File: src/sv/yrcc_pkg.sv
`timescale 1ns / 1ps

package yrcc_pkg;

    // direction codes carried in tuser
    localparam logic FUNC_TO_RGB = 1'b0;
    localparam logic FUNC_TO_YCC = 1'b1;

    localparam int Q_SHIFT = 12;
    localparam int CLAMP_W = 20;                       // holds 255 << 12 plus half
    localparam logic [CLAMP_W-1:0] Q_MAX  = CLAMP_W'(255 << Q_SHIFT);
    localparam logic [CLAMP_W-1:0] Q_HALF = CLAMP_W'(1 << (Q_SHIFT - 1));

    typedef logic signed [8:0]  operand_t;   // centered or plain 8-bit component
    typedef logic signed [14:0] coef_t;      // Q12 weight, largest magnitude 8266
    typedef logic signed [23:0] prod_t;      // coef * operand
    typedef logic signed [24:0] sum_t;       // three products plus offset
    typedef logic [7:0]         pixel_t;

    typedef operand_t  operand_vec_t [3];
    typedef prod_t     prod_row_t [3];
    typedef prod_row_t prod_mat_t [3];
    typedef sum_t      sum_vec_t [3];

    // control traveling alongside each stage's payload
    typedef struct packed {
        logic valid;
        logic func;
    } pipe_ctl_t;

    // weight of input component col in output component row
    function automatic coef_t coef(input logic func, input logic [1:0] row,
                                   input logic [1:0] col);
        coef_t w;
        w = '0;
        if (func == FUNC_TO_RGB) begin
            case ({row, col})
                4'h0: w = 15'sd4768;   // R <- Y
                4'h2: w = 15'sd6537;   // R <- Cr
                4'h4: w = 15'sd4768;   // G <- Y
                4'h5: w = -15'sd1602;  // G <- Cb
                4'h6: w = -15'sd3330;  // G <- Cr
                4'h8: w = 15'sd4768;   // B <- Y
                4'h9: w = 15'sd8266;   // B <- Cb
                default: w = '0;
            endcase
        end
        else begin
            case ({row, col})
                4'h0: w = 15'sd1053;
                4'h1: w = 15'sd2064;
                4'h2: w = 15'sd401;
                4'h4: w = -15'sd606;
                4'h5: w = -15'sd1192;
                4'h6: w = 15'sd1798;
                4'h8: w = 15'sd1798;
                4'h9: w = -15'sd1507;
                4'hA: w = -15'sd291;
                default: w = '0;
            endcase
        end
        return w;
    endfunction

    // constant term added to each sum (RGB -> YCbCr only)
    function automatic sum_t offset(input logic func, input logic [1:0] row);
        sum_t o;
        o = '0;
        if (func == FUNC_TO_YCC) begin
            case (row)
                2'd0:    o = 25'sd65536;    // 16 << 12
                default: o = 25'sd524288;   // 128 << 12
            endcase
        end
        return o;
    endfunction

endpackage

File: src/sv/ycbcr_rgb_color_converter_top.sv
`timescale 1ns / 1ps

// Channel  | Dir | Signals                              | Word
// ---------+-----+--------------------------------------+-------------------------------
// s_axis   | in  | tvalid, tready, tdata[23:0], tuser   | in_a, in_b, in_c; tuser = func
// m_axis   | out | tvalid, tready, tdata[23:0]          | out_a, out_b, out_c
//
// One word per clock while m_axis does not stall; an accepted word passes four register
// stages (centering, products, sums, clamp/round) on its way to m_axis_tvalid.
// rst_n clears only the stage control bits (valid, func); the data registers are not reset.
// A stall on m_axis freezes all four stages together: s_axis_tready drops in the
// same cycle, nothing is dropped or duplicated, and bubbles are not squeezed out.
module ycbcr_rgb_color_converter_top
    import yrcc_pkg::*;
(
    input  logic        clk,
    input  logic        rst_n,
    input  logic        s_axis_tvalid,
    output logic        s_axis_tready,
    input  logic [23:0] s_axis_tdata,   // in_a [7:0], in_b [15:8], in_c [23:16]
    input  logic        s_axis_tuser,   // func: 0 YCbCr->RGB, 1 RGB->YCbCr
    output logic        m_axis_tvalid,
    input  logic        m_axis_tready,
    output logic [23:0] m_axis_tdata    // out_a [7:0], out_b [15:8], out_c [23:16]
);

    logic      adv;
    pipe_ctl_t mid_ctl;
    prod_mat_t mid_prod;
    pixel_t    out_a;
    pixel_t    out_b;
    pixel_t    out_c;

    // whole pipe moves whenever the output slot is empty or being taken
    assign adv           = !m_axis_tvalid || m_axis_tready;
    assign s_axis_tready = adv;

    yrcc_front u_front (
        .clk      (clk),
        .rst_n    (rst_n),
        .adv      (adv),
        .in_valid (s_axis_tvalid),
        .func     (s_axis_tuser),
        .in_a     (s_axis_tdata[7:0]),
        .in_b     (s_axis_tdata[15:8]),
        .in_c     (s_axis_tdata[23:16]),
        .ctl      (mid_ctl),
        .prod     (mid_prod)
    );

    yrcc_back u_back (
        .clk       (clk),
        .rst_n     (rst_n),
        .adv       (adv),
        .ctl       (mid_ctl),
        .prod      (mid_prod),
        .out_valid (m_axis_tvalid),
        .out_a     (out_a),
        .out_b     (out_b),
        .out_c     (out_c)
    );

    assign m_axis_tdata = {out_c, out_b, out_a};

    // accepted word with free-running pipe must show up after four stages
    a_latency: assert property (@(posedge clk) disable iff (!rst_n)
        (s_axis_tvalid && s_axis_tready) ##1 s_axis_tready ##1 s_axis_tready
            ##1 s_axis_tready |=> m_axis_tvalid)
        else $error("accepted word did not reach output after four stages");

    // RGB -> YCbCr results stay in studio range
    a_ycc_range: assert property (@(posedge clk) disable iff (!rst_n)
        (s_axis_tvalid && s_axis_tready && s_axis_tuser == FUNC_TO_YCC)
            ##1 s_axis_tready ##1 s_axis_tready ##1 s_axis_tready
        |=> (m_axis_tdata[7:0] >= 8'd16) && (m_axis_tdata[7:0] <= 8'd240)
            && (m_axis_tdata[15:8] >= 8'd16) && (m_axis_tdata[15:8] <= 8'd240)
            && (m_axis_tdata[23:16] >= 8'd16) && (m_axis_tdata[23:16] <= 8'd240))
        else $error("YCbCr result outside 16..240");

endmodule

File: src/sv/yrcc_front.sv
`timescale 1ns / 1ps

// Stage 1: operand centering (YCbCr->RGB only); stage 2: nine weighted products.
module yrcc_front
    import yrcc_pkg::*;
(
    input  logic      clk,
    input  logic      rst_n,
    input  logic      adv,
    input  logic      in_valid,
    input  logic      func,
    input  pixel_t    in_a,
    input  pixel_t    in_b,
    input  pixel_t    in_c,
    output pipe_ctl_t ctl,
    output prod_mat_t prod
);

    pipe_ctl_t    s1_ctl_reg, s1_ctl_next;
    operand_vec_t x_reg, x_next;
    pipe_ctl_t    s2_ctl_reg;
    prod_mat_t    prod_reg, prod_next;

    always_comb
    begin
        s1_ctl_next.valid = in_valid;
        s1_ctl_next.func  = func;
        if (func == FUNC_TO_RGB)
        begin
            x_next[0] = $signed({1'b0, in_a}) - 9'sd16;
            x_next[1] = $signed({1'b0, in_b}) - 9'sd128;
            x_next[2] = $signed({1'b0, in_c}) - 9'sd128;
        end
        else
        begin
            x_next[0] = $signed({1'b0, in_a});
            x_next[1] = $signed({1'b0, in_b});
            x_next[2] = $signed({1'b0, in_c});
        end
    end

    always_comb
    begin
        for (int r = 0; r < 3; r++)
        begin
            for (int c = 0; c < 3; c++)
            begin
                prod_next[r][c] = coef(s1_ctl_reg.func, 2'(r), 2'(c)) * x_reg[c];
            end
        end
    end

    always_ff @(posedge clk or negedge rst_n)
    begin
        if (!rst_n)
        begin
            s1_ctl_reg <= '0;
            s2_ctl_reg <= '0;
        end
        else if (adv)
        begin
            s1_ctl_reg <= s1_ctl_next;
            s2_ctl_reg <= s1_ctl_reg;
        end
    end

    always_ff @(posedge clk)
    begin
        if (adv)
        begin
            x_reg    <= x_next;
            prod_reg <= prod_next;
        end
    end

    assign ctl  = s2_ctl_reg;
    assign prod = prod_reg;

endmodule

File: src/sv/yrcc_back.sv
`timescale 1ns / 1ps

// Stage 3: row sums plus offset; stage 4: clamp, round (RGB) or truncate (YCbCr), output word.
module yrcc_back
    import yrcc_pkg::*;
(
    input  logic      clk,
    input  logic      rst_n,
    input  logic      adv,
    input  pipe_ctl_t ctl,
    input  prod_mat_t prod,
    output logic      out_valid,
    output pixel_t    out_a,
    output pixel_t    out_b,
    output pixel_t    out_c
);

    pipe_ctl_t s3_ctl_reg;
    sum_vec_t  sum_reg, sum_next;
    logic      out_valid_reg;
    pixel_t    pix_reg [3];
    pixel_t    pix_next [3];

    always_comb
    begin
        for (int r = 0; r < 3; r++)
        begin
            sum_next[r] = sum_t'(prod[r][0]) + sum_t'(prod[r][1])
                        + sum_t'(prod[r][2]) + offset(ctl.func, 2'(r));
        end
    end

    always_comb
    begin
        logic [CLAMP_W-1:0] clamped;
        logic [CLAMP_W-1:0] rounded;
        for (int r = 0; r < 3; r++)
        begin
            if (sum_reg[r] < 0)
                clamped = '0;
            else if (sum_reg[r] > $signed({5'd0, Q_MAX}))
                clamped = Q_MAX;
            else
                clamped = sum_reg[r][CLAMP_W-1:0];
            // RGB rounds to nearest, YCbCr truncates
            rounded = (s3_ctl_reg.func == FUNC_TO_RGB) ? clamped + Q_HALF : clamped;
            pix_next[r] = rounded[CLAMP_W-1:Q_SHIFT];
        end
    end

    always_ff @(posedge clk or negedge rst_n)
    begin
        if (!rst_n)
        begin
            s3_ctl_reg    <= '0;
            out_valid_reg <= 1'b0;
        end
        else if (adv)
        begin
            s3_ctl_reg    <= ctl;
            out_valid_reg <= s3_ctl_reg.valid;
        end
    end

    always_ff @(posedge clk)
    begin
        if (adv)
        begin
            sum_reg <= sum_next;
            pix_reg <= pix_next;
        end
    end

    assign out_valid = out_valid_reg;
    assign out_a     = pix_reg[0];
    assign out_b     = pix_reg[1];
    assign out_c     = pix_reg[2];

endmodule
File: config.mk
export PLATFORM = sky130hd
export DESIGN_NAME = ycbcr_rgb_color_converter_top
export DESIGN_NICKNAME = d
export VERILOG_FILES = /design/src/sv/yrcc_pkg.sv /design/src/sv/ycbcr_rgb_color_converter_top.sv /design/src/sv/yrcc_front.sv /design/src/sv/yrcc_back.sv
export SDC_FILE = /design/constraint.sdc
export NUM_CORES = 2
export LEC_CHECK = 0
export BUFFER_PORTS_ARGS = -buffer_cell sky130_fd_sc_hd__buf_2
export CAP_MARGIN = 15
export CORE_MARGIN = 8
export CORE_UTILIZATION = 59
export DETAILED_ROUTE_END_ITERATION = 10
export PLACE_DENSITY = 0.75
export SLEW_MARGIN = 20
export SYNTH_ARGS = -nofsm -noshare
export SYNTH_HDL_FRONTEND = slang
export SYNTH_SLANG_ARGS = --single-unit
export TNS_END_PERCENT = 20
File: constraint.sdc
create_clock -name clk -period 24.5 [get_ports clk]
set_input_delay 3.675 -clock clk [delete_from_list [all_inputs] [get_ports clk]]
set_output_delay 3.675 -clock clk [all_outputs]
set_load 0.1 [all_outputs]
==> run summary <==
initial antenna violation count -> 1
CTS sink cnt -> 327
placed cell count -> 4342
max reg flops -> 195
Top Ports -> 55
crit-path cells -> buf_2, nand2b_4, buf_2
number of buffers added on ports -> 54
gr busiest metal -> met2
Synth cell types -> 72
total number of vias -> 24203
required time of the worst setup path -> 20.82 ns
final cycle utilization of the critical path -> 34.2%
gp weighted congestion -> 0.924
via/cell ratio -> 5.48
Clock Pin Slew Worst Setup and Hold Paths -> 0.06 ns
DRC violations left -> 0
Synth Register Bits -> 327
starting density of the core -> 59.7%
CP peak stage delay -> 0.52 ns
Worst Skew -> 0.0244 ns
die area -> 73500 um2
Post-synth EDFFs -> 320
gr usage total -> 22.5%
register area share after synthesis -> 25.5%
most common cell type on the critical path -> buf_2
asr flop ratio synth -> 2.14%
area grow syn2layout -> 7.39%
Synth Instances -> 3425
final WL -> 81.0 mm
Max Freq -> 119 MHz
Synth Warn # -> 0
Routed Antenna Nets -> 0
worst-path maximum fanout -> 34
clk_lat worst skew -> 0.60 ns
Routed WL per cell -> 18.3 um
critical path's slowest cell -> buf_2
Critical Setup Path Class -> input port to output port
Initial DRT Pass Iterations -> 5
Critical Path Sink Type -> output port
met2 usage -> 38.5%
Setup Viol. Count Final -> 0
TritonCTS clock tree -> yes
most frequent cells in the layout -> inv_1 (700), ha_1 (687), fa_1 (489), edfxtp_1 (320), xnor2_1 (182)
GRT overflow -> 0
Die X -> 271 um
DR iter-0 viols -> 1475
unrepaired setup endpoints after global routing -> no
Hold Vio Cnt, Final -> 0
hold buffers post-CTS -> 0
H-tree depth -> 2
Die Height -> 271 um
Main synth FF type -> edfxtp_1
layout cells sized above 1 -> 4.89%
met1 Usage GRT -> 29.1%
status -> completed
final antenna diode count -> 0
Post-Syn Area -> 38400 um2
Avg Synthesized Cell Area -> 11.2 um2
NumNets Final -> 4734
Tmin final -> 8.37 ns
Reg area -> 9790 um2
global-route wire length before repair -> 132 mm
Worst Tran Pin Value -> 1.00 ns
pin count of the biggest net entering global routing -> 81
CP arrival -> 4.70 ns
multi-input gate area in the final layout -> 26000 um2
Max Cap Violations -> 0
setup bufs post-CTS -> 0
area of the core -> 64300 um2
fillcell total -> 4950
max_slew headroom -> 33.3%
crit path launch type -> input port
post-DP HPWL -> 67.6 mm
Worst Hold Class -> flop to flop
FF-to-FF setup slack -> 17.72 ns
number of global-route vias before repair -> 25606
fin. max-slew vios -> 0
CTS resizes -> 0
non-filler instance count after layout -> 4416
CTS Buf Count -> 40
commonest non-fill, non-tap cell in the layout -> inv_1
met3 Track Usage GR -> 3.16%
setup TNS -> 0 ns
# rows -> 93
Clock Path Buffers -> 3
root buffer cell -> clkbuf_16
==> metal layers <==
layer / up-vias / part of all wire (%)
met1: 11902 / 42
li1: 11591 / -
met2: 532 / 48
met5: - / 0
met4: 0 / 4.0
met3: 178 / 5.3
==> layout make-up <==
type | instances | share of cell area, %
Sequential cell | 327 | 23.7
Clock buffer | 44 | 2.46
Clock inverter | 30 | 1.00
Inverter | 700 | 6.37
Timing Repair Buffer | 62 | 0.801
Tap cell | 855 | 2.59
Multi-Input combinational cell | 2398 | 63.0
==> cells in the mapped netlist, types with 4 or more instances <==
library cell    n  area, um2
or4_1           4       30.0
o21ai_1         8       40.0
a211o_1         7       61.3
nand4_1         9       56.3
nor4_1         15       93.8
a211oi_1       13       97.6
o2111ai_1       4       35.0
a21oi_1       121        606
nor2b_1        36        225
and4_1          4       35.0
a21o_1         46        345
inv_1         700       2630
or2_2          16        100
or3_1           7       43.8
a31oi_1        18        113
ha_1          687       8600
xnor2_1       182       1590
and2_1         13       81.3
fa_1          489       9790
a41o_1          4       40.0
xor2_1         54        473
nor3b_1         4       30.0
a21boi_0        5       37.5
and3_1         12       75.1
o21bai_1       22        165
nand2b_1       33        206
o31ai_1         7       52.6
nor2_1        159        597
edfxtp_1      320       9610
nand3_1        44        220
o21a_1         29        218
mux2_2          9        101
nand2_1       112        420
o41ai_1         6       52.6
o21ai_0        74        370
nor3_1         48        240
clkbuf_1       34        128
o211ai_1        7       52.6
dfrtp_1         7        175
==> final timing paths <==
kind                                                   start                                end  depth (start not counted)
min in group asynchronous                              rst_n         u_front.ctl[0]$_DFFE_PN0P_                          1
max                                            m_axis_tready                      s_axis_tready                          3
min reg2reg                 u_back.s3_ctl_reg[1]$_DFFE_PN0P_       u_back.out_valid$_DFFE_PN0P_                          1
max in group asynchronous                              rst_n  u_front.s1_ctl_reg[0]$_DFFE_PN0P_                          1
max reg2reg                u_front.s1_ctl_reg[0]$_DFFE_PN0P_         u_front.prod[66]$_DFFE_PP_                         20
min                         u_back.s3_ctl_reg[1]$_DFFE_PN0P_       u_back.out_valid$_DFFE_PN0P_                          1
==> cell families (layout without fill, tap and decap cells) <==
| logic type | after synthesis | in the layout | share of synthesized area, % |
|---|---|---|---|
| compound gates | 413 | 413 | 7.12 |
| xor+xnor | 236 | 236 | 5.38 |
| fa+ha+maj | 1176 | 1176 | 47.9 |
| buf+inv | 734 | 836 | 7.18 |
| flops | 327 | 327 | 25.5 |
| mux | 12 | 12 | 0.342 |
| other cells | 2 | 36 | 0.0196 |
| simple gates | 525 | 525 | 6.60 |
==> through the flow <==
stage	hold WS [ns]	instance area, um2	setup slack (ns)	util (%)
6_report	0.472	41200	16.13	64.1
3_5_place_dp	0.459	39800	16.10	61.9
3_3_place_gp	0.442	39800	16.12	61.9
4_1_cts	0.472	41200	16.10	64.1
5_1_grt	0.509	41200	16.07	64.1
2_1_floorplan	0.430	38500	7.45	-
==> critical path: cells and delay by family <==
kind	cells	cell delay, ns
AND/OR/NAND/NOR	1	0.42
buffers and inverters	2	0.60
Power is left out: the tool's default activity adds up to more than one toggle a clock period on the data nets, which glitch-free logic cannot reach.
